--- config.mk ---
export PLATFORM = sky130hd
export DESIGN_NAME = midpoint_line_rasterizer
export DESIGN_NICKNAME = d
export VERILOG_FILES = /design/src/rtl/mlr_pkg.sv /design/src/rtl/mlr_setup.sv /design/src/rtl/mlr_walker.sv /design/src/rtl/midpoint_line_rasterizer.sv
export SDC_FILE = /design/constraint.sdc
export NUM_CORES = 1
export LEC_CHECK = 0
export ABC_AREA = 1
export BUFFER_PORTS_ARGS = -buffer_cell sky130_fd_sc_hd__buf_2
export CAP_MARGIN = 30
export CORE_ASPECT_RATIO = 0.9
export CORE_MARGIN = 3
export CORE_UTILIZATION = 55
export DETAILED_ROUTE_END_ITERATION = 8
export PLACE_DENSITY = 0.79
export RECOVER_POWER = 50
export SYNTH_ARGS = -nofsm -noshare
export SYNTH_HDL_FRONTEND = slang
export SYNTH_SLANG_ARGS = --single-unit
export TNS_END_PERCENT = 10
--- constraint.sdc ---
create_clock -name clk -period 12.8 [get_ports clk]
set_input_delay 0.64 -clock clk [delete_from_list [all_inputs] [get_ports clk]]
set_output_delay 0.64 -clock clk [all_outputs]
set_load 0.1 [all_outputs]
--- src/rtl/mlr_pkg.sv ---
`default_nettype none
// ----------------------------------------------------------------------------
// mlr_pkg - shared types and constants of the midpoint line rasterizer
// Coordinate widths, request codes, channel item structs and the line setup
// record that goes from the setup logic to the walker.
// ----------------------------------------------------------------------------
package mlr_pkg;

	localparam int COORD_BITS = 12;
	// decision term spans about +/- 2*(2^COORD_BITS - 1): two bits plus sign
	localparam int DEC_BITS   = COORD_BITS + 3;

	typedef logic [COORD_BITS-1:0]      coord_t;
	typedef logic signed [DEC_BITS-1:0] dec_t;

	localparam logic REQ_LOAD = 1'b0;
	localparam logic REQ_STEP = 1'b1;

	typedef struct packed {
		logic   req_type;
		coord_t x_start;
		coord_t y_start;
		coord_t x_end;
		coord_t y_end;
	} cmd_t;

	typedef struct packed {
		coord_t pixel_x;
		coord_t pixel_y;
		logic   pixel_valid;
		logic   last_pixel;
	} pix_t;

	typedef struct packed {
		coord_t major0;
		coord_t minor0;
		coord_t end_major;
		coord_t delta_major;
		coord_t delta_minor;
		dec_t   decision;
		logic   minor_dir_down;
		logic   y_is_major;
		logic   active;
	} line_setup_t;

endpackage : mlr_pkg
`default_nettype wire

--- src/rtl/mlr_setup.sv ---
`default_nettype none
// ----------------------------------------------------------------------------
// mlr_setup - line setup
// Picks the major axis, orders the endpoints along it and forms the spans,
// the minor direction and the initial midpoint decision term.
// ----------------------------------------------------------------------------
module mlr_setup (
	input  wire mlr_pkg::cmd_t   cmd,
	output mlr_pkg::line_setup_t setup
);

	mlr_pkg::coord_t dx;
	mlr_pkg::coord_t dy;
	mlr_pkg::coord_t ma0, mi0, ma1, mi1;
	mlr_pkg::coord_t lo_major, lo_minor, hi_major, hi_minor;
	mlr_pkg::coord_t d_major, d_minor;
	logic            y_major;
	logic            swap;

	always_comb begin
		dx = (cmd.x_start >= cmd.x_end) ? cmd.x_start - cmd.x_end : cmd.x_end - cmd.x_start;
		dy = (cmd.y_start >= cmd.y_end) ? cmd.y_start - cmd.y_end : cmd.y_end - cmd.y_start;
		y_major = (dy >= dx);

		if (y_major) begin
			ma0 = cmd.y_start;
			mi0 = cmd.x_start;
			ma1 = cmd.y_end;
			mi1 = cmd.x_end;
		end else begin
			ma0 = cmd.x_start;
			mi0 = cmd.y_start;
			ma1 = cmd.x_end;
			mi1 = cmd.y_end;
		end

		// tie keeps the first endpoint as the start
		swap     = (ma1 < ma0);
		lo_major = swap ? ma1 : ma0;
		lo_minor = swap ? mi1 : mi0;
		hi_major = swap ? ma0 : ma1;
		hi_minor = swap ? mi0 : mi1;

		d_major = hi_major - lo_major;
		d_minor = (lo_minor >= hi_minor) ? lo_minor - hi_minor : hi_minor - lo_minor;

		setup.major0         = lo_major;
		setup.minor0         = lo_minor;
		setup.end_major      = hi_major;
		setup.delta_major    = d_major;
		setup.delta_minor    = d_minor;
		setup.decision       = $signed({2'b00, d_minor, 1'b0}) - $signed({3'b000, d_major});
		setup.minor_dir_down = (hi_minor < lo_minor);
		setup.y_is_major     = y_major;
		setup.active         = (d_major != '0);
	end

endmodule : mlr_setup
`default_nettype wire

--- src/rtl/mlr_walker.sv ---
`default_nettype none
// ----------------------------------------------------------------------------
// mlr_walker - line state and per-pixel step
// Holds the running line position and decision term. A load takes a new
// setup; a step emits the current pixel and advances one major unit.
// ----------------------------------------------------------------------------
module mlr_walker (
	input  wire                         clk,
	input  wire                         arst_n,
	input  wire                         adv,
	input  wire                         step,
	input  wire mlr_pkg::line_setup_t   setup,
	output mlr_pkg::pix_t               pix
);

	mlr_pkg::coord_t cur_major_q;
	mlr_pkg::coord_t cur_minor_q;
	mlr_pkg::coord_t end_major_q;
	mlr_pkg::coord_t delta_major_q;
	mlr_pkg::coord_t delta_minor_q;
	mlr_pkg::dec_t   decision_q;
	logic            minor_dir_down_q;
	logic            y_is_major_q;
	logic            active_q;

	mlr_pkg::coord_t major_inc;
	mlr_pkg::coord_t minor_next;
	mlr_pkg::dec_t   dec_next;
	logic            move_minor;
	logic            emit;

	always_comb begin
		emit       = step && active_q;
		major_inc  = cur_major_q + 1'b1;
		move_minor = (decision_q > 0);
		minor_next = minor_dir_down_q ? cur_minor_q - 1'b1 : cur_minor_q + 1'b1;
		dec_next   = decision_q + $signed({2'b00, delta_minor_q, 1'b0})
			- (move_minor ? $signed({2'b00, delta_major_q, 1'b0}) : '0);

		pix.pixel_valid = emit;
		pix.pixel_x     = '0;
		pix.pixel_y     = '0;
		pix.last_pixel  = 1'b0;
		if (emit) begin
			pix.pixel_x    = y_is_major_q ? cur_minor_q : cur_major_q;
			pix.pixel_y    = y_is_major_q ? cur_major_q : cur_minor_q;
			pix.last_pixel = ({1'b0, cur_major_q} + 1'b1) == {1'b0, end_major_q};
		end
	end

	always_ff @(posedge clk or negedge arst_n) begin
		if (!arst_n) begin
			cur_major_q      <= '0;
			cur_minor_q      <= '0;
			end_major_q      <= '0;
			delta_major_q    <= '0;
			delta_minor_q    <= '0;
			decision_q       <= '0;
			minor_dir_down_q <= 1'b0;
			y_is_major_q     <= 1'b0;
			active_q         <= 1'b0;
		end else if (adv && !step) begin
			cur_major_q      <= setup.major0;
			cur_minor_q      <= setup.minor0;
			end_major_q      <= setup.end_major;
			delta_major_q    <= setup.delta_major;
			delta_minor_q    <= setup.delta_minor;
			decision_q       <= setup.decision;
			minor_dir_down_q <= setup.minor_dir_down;
			y_is_major_q     <= setup.y_is_major;
			active_q         <= setup.active;
		end else if (adv && emit) begin
			cur_major_q <= major_inc;
			if (move_minor) begin
				cur_minor_q <= minor_next;
			end
			decision_q <= dec_next;
			if (major_inc == end_major_q) begin
				active_q <= 1'b0;
			end
		end
	end

endmodule : mlr_walker
`default_nettype wire

--- src/rtl/midpoint_line_rasterizer.sv ---
`default_nettype none
// ----------------------------------------------------------------------------
// midpoint_line_rasterizer - midpoint line pixel generator
// Three-register pipeline: command register, line setup register, result
// register, with the running line state in the walker.
// ----------------------------------------------------------------------------
// Usage:
//   cmd channel (cmd_valid/cmd_ready/cmd): each item is a load
//   (req_type = REQ_LOAD) with two endpoints, or a step (REQ_STEP).
//   res channel (res_valid/res_ready/res): exactly one result item per
//   command item, in order. A load answers with all fields zero; a step
//   answers with the next pixel (pixel_valid = 1, last_pixel on the final
//   one), or all zeros when no line is active. The far endpoint is not drawn.
//   Path: a command accepted into the command register moves through the line
//   setup register to the result register (three registers in the path).
//   Throughput: one item per clock unless stalled; the step loop is one
//   add/compare on the decision term and one increment of the major coordinate.
//   Each stage fills whenever the stage ahead is empty or moving, so while a
//   result waits the pipe still takes items until all three stages hold one;
//   then cmd_ready drops until res_ready returns.
//   Reset: all stages empty, line state cleared, no line active.
// ----------------------------------------------------------------------------
module midpoint_line_rasterizer (
	input  wire                clk,
	input  wire                arst_n,
	input  wire                cmd_valid,
	output logic               cmd_ready,
	input  wire mlr_pkg::cmd_t cmd,
	output logic               res_valid,
	input  wire                res_ready,
	output mlr_pkg::pix_t      res
);

	// stage occupancy
	logic v_s1, v_s2;
	logic res_valid_q;

	// stage payloads
	mlr_pkg::cmd_t        cmd_s1;
	logic                 step_s2;
	mlr_pkg::line_setup_t setup_s2;
	mlr_pkg::pix_t        res_q;

	mlr_pkg::line_setup_t setup_c;
	mlr_pkg::pix_t        pix_c;

	logic adv1, adv2, adv3;

	// each stage may load when it is empty or its item moves on
	assign adv3      = !res_valid_q || res_ready;
	assign adv2      = !v_s2 || adv3;
	assign adv1      = !v_s1 || adv2;
	assign cmd_ready = adv1;
	assign res_valid = res_valid_q;
	assign res       = res_q;

	mlr_setup u_setup (
		.cmd   (cmd_s1),
		.setup (setup_c)
	);

	// line state advances when the item in stage 2 moves to the result register
	mlr_walker u_walker (
		.clk    (clk),
		.arst_n (arst_n),
		.adv    (v_s2 && adv3),
		.step   (step_s2),
		.setup  (setup_s2),
		.pix    (pix_c)
	);

	always_ff @(posedge clk or negedge arst_n) begin
		if (!arst_n) begin
			v_s1        <= 1'b0;
			v_s2        <= 1'b0;
			res_valid_q <= 1'b0;
		end else begin
			if (adv1) begin
				v_s1 <= cmd_valid;
			end
			if (adv2) begin
				v_s2 <= v_s1;
			end
			if (adv3) begin
				res_valid_q <= v_s2;
			end
		end
	end

	always_ff @(posedge clk) begin
		if (adv1 && cmd_valid) begin
			cmd_s1 <= cmd;
		end
		if (adv2 && v_s1) begin
			step_s2  <= (cmd_s1.req_type == mlr_pkg::REQ_STEP);
			setup_s2 <= setup_c;
		end
		if (adv3 && v_s2) begin
			res_q <= pix_c;
		end
	end

	// last pixel only ever flagged on a real pixel
	assert property (@(posedge clk) disable iff (!arst_n)
		res_valid && res.last_pixel |-> res.pixel_valid)
		else $error("last_pixel without pixel_valid");

	// an empty result register never blocks the command side
	assert property (@(posedge clk) disable iff (!arst_n)
		!res_valid |-> cmd_ready)
		else $error("cmd_ready low with empty result register");

	// a full, stalled pipe must refuse new commands
	assert property (@(posedge clk) disable iff (!arst_n)
		res_valid_q && !res_ready && v_s2 && v_s1 |-> !cmd_ready)
		else $error("command accepted into full stalled pipe");

	// a load item always answers with pixel_valid and last_pixel low
	assert property (@(posedge clk) disable iff (!arst_n)
		v_s2 && adv3 && !step_s2 |=> res_valid && !res.pixel_valid && !res.last_pixel)
		else $error("load produced a pixel");

endmodule : midpoint_line_rasterizer
`default_nettype wire

==> out/results.txt, run 1 <==
Status: finished with violations
Failing checks: capacitance limit, slew limit
CTS tree: built
Drt drc: 0
Die Y: 167 um
Syn-to-layout area delta: 9.25%
Global-route wire length before repair: 62100 um
Post-synth ARST share: 0.348
Post-DR wirelength/cell: 16.7 um
Detail Route Antenna Nets: 0
Required time worst endpoint: 13.10 ns
DR pass1 iterations: 6
Net Count, Synth: 2083
HPWL Detailed: 30100 um
Post-synth EDFFs: 152
Clock skew: 0.0204 ns
Via count: 12.9k
Largest stage delay on the critical path: 0.67 ns
GRT Total Usage: 0.250
Clock Tree Buf Depth: 3
Final nets: 2144
Max-Slew Margin vs Limit: -1.54
RR Endpoint: setup_s2[15]
Layout cells sized above 1: 0.0877
Hold path depth: 1
DIE WIDTH: 185 um
CTS hold repair buffers: 0
Initial Utilization: 0.563
WHS Endpoint: cmd_s1[31]
Total number of yosys warnings: 0
Critical Path Start Type: register
Post-synthesis sequential area ratio: 0.417
Final Hold Vio Count: 0
Distinct cells, synth: 54
Final min period: 11.53 ns
Worst skew pair latency: 0.55 ns
H-tree Lvls: 1
Root buffer cell: clkbuf_16
Ports: 81
Post-Place Worst Slack: 1.40 ns
TritonCTS buffer count: 25
# diodes: 0
Fill count: 2408
Total gr overflow: 0
CP Launch Point: cmd_s1[24]
Max-cap violation count: 4
Reg2Reg Setup Slack: 1.27 ns
Core Area: 0.0281 mm^2
Clk slew on worst S/H paths: 0.07 ns
Min-delay src: cmd[31]
Final wirelength: 38800 um
Initial antenna violation count: 0
Mean post-synth cell area: 8.40 um^2
Prevailing post-synth register cell: edfxtp_1
Initial DRC count: 1130
Critical path class: reg -> reg
Setup TNS: 0 ns
Placer's final routability congestion estimate: 1.02
Slew @ Worst Pin: 3.81 ns
Worst-path maximum fanout: 97
Slowest cell on the critical path: o21ai_0
Post-synthesis cell count: 1881
Final core utilization: 0.615
Max Clk Rate: 86.8 MHz
Worst Reg-to-Reg Cells: 51
Crit path DAT: 11.83 ns
CP endpoint kind: register
Netlist Area Pre-Place: 0.0158 mm^2
Num rows: 58
Drt via density: 5.56
RR Startpoint: cmd_s1[24]
IO Port Bufs: 80
Fin crit share: 0.900
Flops & latches, synth: 233
RSZ-0062 raised after global routing: no
Worst min-delay path class: in -> reg
Vias in the first global route: 12.2k
Final WS setup: 1.27 ns
Clk sinks: 233
Setup violations, final: 0
Fin. max-slew vios: 203
Die ar.: 0.0308 mm^2
Pin count of the biggest net entering global routing: 98
Min Hold Slack: 0.262 ns
## Yosys cell counts, types with 4 or more instances
master / instances / area (um^2)
a21o_1: 6 / 45.0
a21oi_1: 121 / 606
a221oi_1: 12 / 105
a31oi_1: 10 / 62.6
clkbuf_1: 49 / 184
dfrtp_1: 81 / 2030
edfxtp_1: 152 / 4560
fa_1: 21 / 420
ha_1: 128 / 1600
inv_1: 330 / 1240
inv_2: 4 / 15.0
mux2i_1: 11 / 110
nand2_1: 364 / 1370
nand2_2: 22 / 138
nand3_1: 44 / 220
nand4_1: 20 / 125
nor2_1: 86 / 323
nor3_1: 10 / 50.1
o211ai_1: 13 / 97.6
o21ai_0: 232 / 1160
o21ai_1: 8 / 40.0
o21ai_2: 4 / 35.0
o21bai_1: 8 / 60.1
o221ai_1: 5 / 43.8
o22ai_1: 21 / 131
or2_2: 7 / 43.8
xnor2_1: 21 / 184
xor2_1: 44 / 385
## final cells by class
type                    instances  area, um^2  area share
well taps                     360         450      0.0261
inverters                     336        1260      0.0730
multi-input cells            1256        7700       0.446
flip-flops and latches        233        6590       0.382
clock inverters                14         158     0.00913
repair buffers                 90         452      0.0262
clock buffers                  32         652      0.0378
## worst max-delay path by stage
stage               cells after the start      endpoint
floorplan                              59  setup_s2[15]
global placement                       51  setup_s2[15]
detailed placement                     51  setup_s2[15]
CTS                                    51  setup_s2[15]
global route                           51  setup_s2[15]
finish                                 51  setup_s2[15]
## what timing repair did
item                                    4_1_cts  5_1_grt
endpoints found under the setup margin        0        1
gates resized for setup                       0        1
setup buffers                                 0        0
## flip-flops by register name, summed over array words and instances (netlist names)
| register | cells |
|---|---|
| cmd_s1 | 49 |
| res | 26 |
| res_valid | 1 |
| setup_s2 | 76 |
| step_s2 | 1 |
| u_walker.active_q | 1 |
| u_walker.cur_major_q | 12 |
| u_walker.cur_minor_q | 12 |
| u_walker.decision_q | 15 |
| u_walker.delta_major_q | 12 |
| u_walker.delta_minor_q | 12 |
| u_walker.end_major_q | 12 |
| u_walker.minor_dir_down_q | 1 |
| u_walker.y_is_major_q | 1 |
| v_s1 | 1 |
| v_s2 | 1 |
## metal layers
layer / track usage / wire [um] / vias to the layer above
met1: 0.351 / 17300 / 6011
li1: - / - / 6370
met2: 0.408 / 17700 / 457
met4: 0.0639 / 1140 / 0
met3: 0.0376 / 2620 / 73
met5: 0 / 0 / -
## worst max-delay path: cells and delay by family, from the launching register on
family	cells	cell delay (ns)
compound gates	17	4.09
flops	1	0.40
buf+inv	9	1.14
simple gates	16	3.20
xor+xnor	3	0.33
fa+ha+maj	6	2.08
## per-stage QoR
| step | std cells | cell area [um^2] |
|---|---|---|
| final | 2321 | 17300 |
| after global routing | 2321 | 17300 |
| after CTS | 2319 | 17300 |
| after detailed placement | 2273 | 16500 |
| after global placement | 2273 | 16500 |
| after floorplan | 1881 | 15800 |
## layout by cell type, fill, tap and decap left out, types with 10 or more instances in the layout
cell	count
o211ai_1	13
buf_2	76
nand4_1	20
nand3_1	44
o22ai_1	21
inv_1	329
clkbuf_1	16
xor2_1	44
dfrtp_1	81
nor2_1	86
fa_1	21
nand2_2	22
nand2_1	364
o21ai_0	231
clkbuf_16	25
a221oi_1	12
a21oi_1	121
ha_1	128
edfxtp_1	152
nor3_1	10
xnor2_1	21
a31oi_1	10
mux2i_1	11
## cell families (layout without fill, tap and decap cells)
logic type,Yosys count,after routing,share of synthesized area
xor+xnor,65,65,0.0360
flops,233,233,0.417
fa+ha+maj,149,149,0.128
compound gates,459,459,0.161
simple gates,572,572,0.155
mux,11,11,0.00697
buf+inv,392,472,0.0956
Power of run 1 is left out: the tool's default activity adds up to more than one toggle a clock period on the data nets, which glitch-free logic cannot reach.
==> inputs of run 2 (changes only) <==
--- a/config.mk
+++ b/config.mk
@@ -12,6 +12,7 @@
 export CORE_MARGIN = 3
 export CORE_UTILIZATION = 55
 export DETAILED_ROUTE_END_ITERATION = 8
+export GPL_TIMING_DRIVEN = 0
 export PLACE_DENSITY = 0.79
 export RECOVER_POWER = 50
 export SYNTH_ARGS = -nofsm -noshare
==> run 2 against run 1 <==
Effect of this change:
- the run still ends with capacitance limit, slew limit left
- critical path depth rose by 5
- wire length rose by 10%
- clock skew fell by 0.0020 ns
- cell count rose by 2.2%
- flip-flop and latch count did not move
- critical path type unchanged
==> out/results.txt, run 2 (synthesis results as in run 1) <==
Worst skew pair latency: 0.55 ns (about the same)
Max-Slew Margin vs Limit: -1.75 (-0.212)
Crit path DAT: 11.93 ns (+0.10 ns)
Die ar.: 0.0308 mm^2 (unchanged)
Post-DR wirelength/cell: 18.0 um (+7.8%)
CTS hold repair buffers: 0 (unchanged)
Metal3 WL: 3350 um (+28%)
DR pass1 iterations: 5 (-1)
DP Cell Count: 2324 (+2.2%)
Clk slew on worst S/H paths: 0.07 ns (about the same)
Final nets: 2194 (+2.3%)
Hold path depth: 1 (unchanged)
Ports: 81 (unchanged)
Max Clk Rate: 85.9 MHz (-0.94%)
Placer's final routability congestion estimate: 0.953 (-6.2%)
Critical path class: reg -> reg
Core Area: 0.0281 mm^2 (unchanged)
Failing checks: capacitance limit, slew limit
Initial antenna violation count: 0 (unchanged)
Fin crit share: 0.909 (+0.00858)
Reg2Reg Setup Slack: 1.16 ns (-0.11 ns)
Worst Reg-to-Reg Cells: 56 (+9.8%)
Clock skew: 0.0184 ns (-0.00199 ns)
RSZ-0062 raised after global routing: no
IO Port Bufs: 80 (unchanged)
Setup TNS: 0 ns (unchanged)
Pin count of the biggest net entering global routing: 77 (-21%)
Slew @ Worst Pin: 4.13 ns (+0.318 ns)
Largest Register: setup_s2
Final wirelength: 42800 um (+10%)
Layout Cells excl Fill: 2372 (+2.2%)
Setup violations, final: 0 (unchanged)
Top routing layer used: met4
CTS tree: built
RR Startpoint: cmd_s1[24]
Most common cell after layout, fill and taps aside: nand2_1
TritonCTS buffer count: 26 (+4.0%)
Root buffer cell: clkbuf_16
Final core utilization: 0.626 (+0.0110)
Worst-path maximum fanout: 10 (-90%)
Largest stage delay on the critical path: 0.59 ns (-0.08 ns)
Drt drc: 0 (unchanged)
WHS Endpoint: cmd_s1[20]
Placed instance area: 0.0167 mm^2 (+1.6%)
Worst min-delay path class: in -> reg
Fin. max-slew vios: 209 (+3.0%)
Clk sinks: 233 (unchanged)
H-tree Lvls: 1 (unchanged)
Critical Path Start Type: register
Initial Utilization: 0.563 (unchanged)
Fill count: 2357 (-2.1%)
Min-delay src: cmd[20]
Max-cap violation count: 4 (unchanged)
CP endpoint kind: register
RR Endpoint: setup_s2[15]
Die Y: 167 um (unchanged)
Metal-1 WL: 18400 um (+6.3%)
GRT Total Usage: 0.278 (+0.0281)
DIE WIDTH: 185 um (unchanged)
Clock Tree Buf Depth: 3 (unchanged)
Layout cells sized above 1: 0.0915 (+0.00374)
CP most frequent cell: nand2_1
Max reg flops: 76 (unchanged)
Via count: 13.4k (+3.8%)
Commonest non-fill, non-tap cells in the layout: nand2_1, inv_1, o21ai_0
Final Hold Vio Count: 0 (unchanged)
Required time worst endpoint: 13.10 ns (about the same)
Fin area: 0.0176 mm^2 (+1.8%)
Final min period: 11.64 ns (+0.110 ns)
Drt via density: 5.65 (+1.6%)
Detail Route Antenna Nets: 0 (unchanged)
HPWL Detailed: 34100 um (+14%)
Status: finished with violations
Total gr overflow: 0 (unchanged)
Vias in the first global route: 12.8k (+4.6%)
Syn-to-layout area delta: 11.2%
Routed wl met2: 19600 um (+10%)
Initial DRC count: 1370 (+21%)
Slowest cell on the critical path: o21ai_0
Num rows: 58 (unchanged)
Global-route wire length before repair: 67900 um (+9.3%)
Post-CTS Setup Bufs: 0 (unchanged)
# diodes: 0 (unchanged)
[run 2: cell count changes in the layout (fill, tap and decap cells not counted), sizes merged]
cell,delta
clkbuf,+45
clkinvlp,+6
buf,+4
inv,-4
bufinv,+2
clkinv,-2
[run 2: through the flow]
stage / hold slack [ns] / setup WS, ns
finish: 0.261 / 1.16
global route: 0.251 / 0.0130
CTS: 0.0312 / 0.545
detailed placement: 0.439 / 0.632
global placement: 0.404 / 0.860
floorplan: 0.344 / 3.32
[run 2: worst max-delay path by stage]
stage | from | to | slack, ns
after floorplan | cmd_s1[24] | setup_s2[15] | 3.32
after global placement | cmd_s1[15] | setup_s2[15] | 0.86
after detailed placement | cmd_s1[24] | setup_s2[15] | 0.63
after CTS | cmd_s1[24] | setup_s2[15] | 0.54
after global routing | cmd_s1[24] | setup_s2[15] | 0.01
final | cmd_s1[24] | setup_s2[15] | 1.16
[run 2: routing by layer]
layer  vias to the layer above  track usage
li1                       6462            -
met1                      6323        0.393
met2                       535        0.447
met3                        88       0.0356
met4                         0       0.0903
met5                         -            0
[run 2: worst max-delay path, delay by kind of cell (launching register included)]
family	cells	cell delay, ns
adder cells (fa/ha/maj)	6	2.11
flip-flops	1	0.41
XOR/XNOR	3	0.51
buffers and inverters	14	2.41
AND/OR/NAND/NOR	17	1.81
AO/OA/AOI/OAI	16	4.13
[run 2: timing repair]
item,CTS,global route
hold endpoints to repair,0,0
gates resized for setup,0,7
setup endpoints to repair,0,6
[run 2: layout make-up]
class / instances / area [um^2] / area share
tap: 360 / 450 / 0.0256
clock inverter: 16 / 206 / 0.0117
timing repair buffer: 83 / 409 / 0.0233
sequential: 233 / 6590 / 0.375
buffer: 56 / 254 / 0.0145
inverter: 336 / 1260 / 0.0718
multi-input combinational: 1256 / 7710 / 0.439
clock buffer: 32 / 693 / 0.0394
Power of run 2 is left out for the same reason.
==> inputs of run 3 (changes only) <==
--- a/config.mk
+++ b/config.mk
@@ -13,7 +13,7 @@
 export CORE_UTILIZATION = 55
 export DETAILED_ROUTE_END_ITERATION = 8
 export GPL_TIMING_DRIVEN = 0
-export PLACE_DENSITY = 0.79
+export PLACE_DENSITY_LB_ADDON = 0.2
 export RECOVER_POWER = 50
 export SYNTH_ARGS = -nofsm -noshare
 export SYNTH_HDL_FRONTEND = slang
==> run 3 against run 2 <==
Effect of this change:
- the flow still finishes with violations (capacitance limit, slew limit)
- fmax shrank 2.3%
- clock skew decreased by 0.0010 ns
- first-iteration DRC count down 0.80%
- flip-flop and latch count did not move
- critical path depth rose by 2
- core utilization is 0.20 points lower
- critical path type unchanged
- cell count hardly changed
- critical endpoint unchanged
- die area unchanged
- highest routed layer unchanged
- clock-buffer cell count rose by 2
- register-to-register slack lost 0.27 ns
- setup slack worse by 0.27 ns
- non-clock buffer count rose by 1
==> out/results.txt, run 3 (synthesis results as in run 1) <==
Drt drc: 0 (unchanged)
CP most frequent cell: nand2_1
Global-route wire length before repair: 69000 um (+1.5%)
Most common cell after layout, fill and taps aside: nand2_1
Slew @ Worst Pin: 4.03 ns (-0.104 ns)
CTS tree: built
Max Clk Rate: 84.0 MHz (-2.3%)
Crit path DAT: 12.20 ns (+0.27 ns)
Max-cap violation count: 3 (-1)
Setup TNS: 0 ns (unchanged)
Clk sinks: 233 (unchanged)
HPWL Detailed: 35000 um (+2.4%)
Fill count: 2452 (+4.0%)
Initial Utilization: 0.563 (unchanged)
Final nets: 2195 (+0.046%)
Detail Route Antenna Nets: 0 (unchanged)
Initial DRC count: 1359 (-0.80%)
Failing checks: capacitance limit, slew limit
Layout Cells excl Fill: 2373 (+0.042%)
Fin crit share: 0.930 (+0.0212)
Layout cells sized above 1: 0.0919 (+0.000451)
Min Hold Slack: 0.275 ns (+0.0143 ns)
Die ar.: 0.0308 mm^2 (unchanged)
Post-DR wirelength/cell: 18.6 um (+3.0%)
Num rows: 58 (unchanged)
# diodes: 0 (unchanged)
Required time worst endpoint: 13.09 ns (about the same)
Fin. max-slew vios: 185 (-11%)
Commonest non-fill, non-tap cells in the layout: nand2_1, inv_1, o21ai_0
Worst Reg-to-Reg Cells: 58 (+3.6%)
IO Port Bufs: 80 (unchanged)
Die Y: 167 um (unchanged)
Initial antenna violation count: 0 (unchanged)
Largest stage delay on the critical path: 0.51 ns (-0.08 ns)
CP endpoint kind: register
Drt via density: 5.62 (-0.58%)
GRT Total Usage: 0.284 (+0.00634)
Root buffer cell: clkbuf_16
Final min period: 11.91 ns (+0.271 ns)
Worst min-delay path class: in -> reg
Status: finished with violations
Setup violations, final: 0 (unchanged)
Vias in the first global route: 12.8k (+0.44%)
Syn-to-layout area delta: 10.8%
Final wirelength: 44100 um (+3.0%)
TritonCTS buffer count: 26 (unchanged)
Largest Register: setup_s2
H-tree Lvls: 1 (unchanged)
Pin count of the biggest net entering global routing: 72 (-6.5%)
DP Cell Count: 2324 (unchanged)
Critical path class: reg -> reg
DR pass1 iterations: 6 (+1)
Final core utilization: 0.624 (-0.00200)
Worst skew pair latency: 0.54 ns (about the same)
Post-CTS Setup Bufs: 0 (unchanged)
Hold path depth: 1 (unchanged)
Via count: 13.3k (-0.54%)
Max reg flops: 76 (unchanged)
Critical Path Start Type: register
Max-Slew Margin vs Limit: -1.68 (+0.0696)
Clk slew on worst S/H paths: 0.06 ns (about the same)
Total gr overflow: 0 (unchanged)
Ports: 81 (unchanged)
Worst-path maximum fanout: 10 (unchanged)
Clock skew: 0.0174 ns (-0.00102 ns)
Final Hold Vio Count: 0 (unchanged)
Clock Tree Buf Depth: 3 (unchanged)
DIE WIDTH: 185 um (unchanged)
Core Area: 0.0281 mm^2 (unchanged)
RSZ-0062 raised after global routing: no
Placer's final routability congestion estimate: 0.925 (-2.9%)
Slowest cell on the critical path: nor3_1
## run 3: cell types whose count changed in the layout (fill, tap and decap cells not counted), moves of 2 or more
cell,change
bufinv_16,-3
o21ai_0,-2
clkinvlp_4,-4
clkbuf_8,+2
o21ai_1,+2
clkinv_2,+4
## run 3: metrics by stage
step                worst slack (ns)  area (um^2)
finish                         0.893        17500
global route                  0.0606        17500
CTS                            0.487        17600
detailed placement             0.535        16700
global placement               0.697        16700
floorplan                       3.32        15800
## run 3: worst paths after layout
path | startpoint | to | slack [ns]
setup / recovery | cmd_s1[24] | setup_s2[15] | 0.89
hold / removal | cmd[9] | cmd_s1[9] | 0.28
setup reg to reg | cmd_s1[24] | setup_s2[15] | 0.89
hold reg to reg | cmd_s1[48] | step_s2 | 0.44
max in group asynchronous | arst_n | u_walker.delta_minor_q[1] | 7.94
min in group asynchronous | arst_n | u_walker.cur_minor_q[6] | 0.73
## run 3: layout make-up
class | instances | area (um^2) | share of cell area
inverter | 336 | 1260 | 0.0721
buffer | 56 | 254 | 0.0145
sequential | 233 | 6590 | 0.376
timing repair buffer | 84 | 420 | 0.0240
clock inverter | 14 | 113 | 0.00643
clock buffer | 34 | 721 | 0.0411
multi-input combinational | 1256 | 7700 | 0.440
tap | 360 | 450 | 0.0257
## run 3: metal layers
| layer | GRT usage | up-vias | wire, um |
|---|---|---|---|
| li1 | - | 6462 | - |
| met1 | 0.404 | 6251 | 19500 |
| met2 | 0.442 | 547 | 19400 |
| met3 | 0.0594 | 76 | 3780 |
| met4 | 0.0822 | 0 | 1320 |
| met5 | 0 | - | 0 |
## run 3: what timing repair did
item | in CTS | in global routing
hold endpoints to repair | 13 | 0
setup endpoints to repair | 0 | 6
hold buffers | 1 | 0
resized for setup | 0 | 9
## run 3: worst max-delay path: cells and delay by family (launching register included)
| kind | cells | cell delay, ns |
|---|---|---|
| AO/OA/AOI/OAI | 14 | 3.24 |
| buffers and inverters | 15 | 2.71 |
| AND/OR/NAND/NOR | 19 | 2.60 |
| adder cells (fa/ha/maj) | 7 | 2.11 |
| XOR/XNOR | 3 | 0.56 |
| flip-flops | 1 | 0.43 |
Power of run 3 is left out for the same reason.
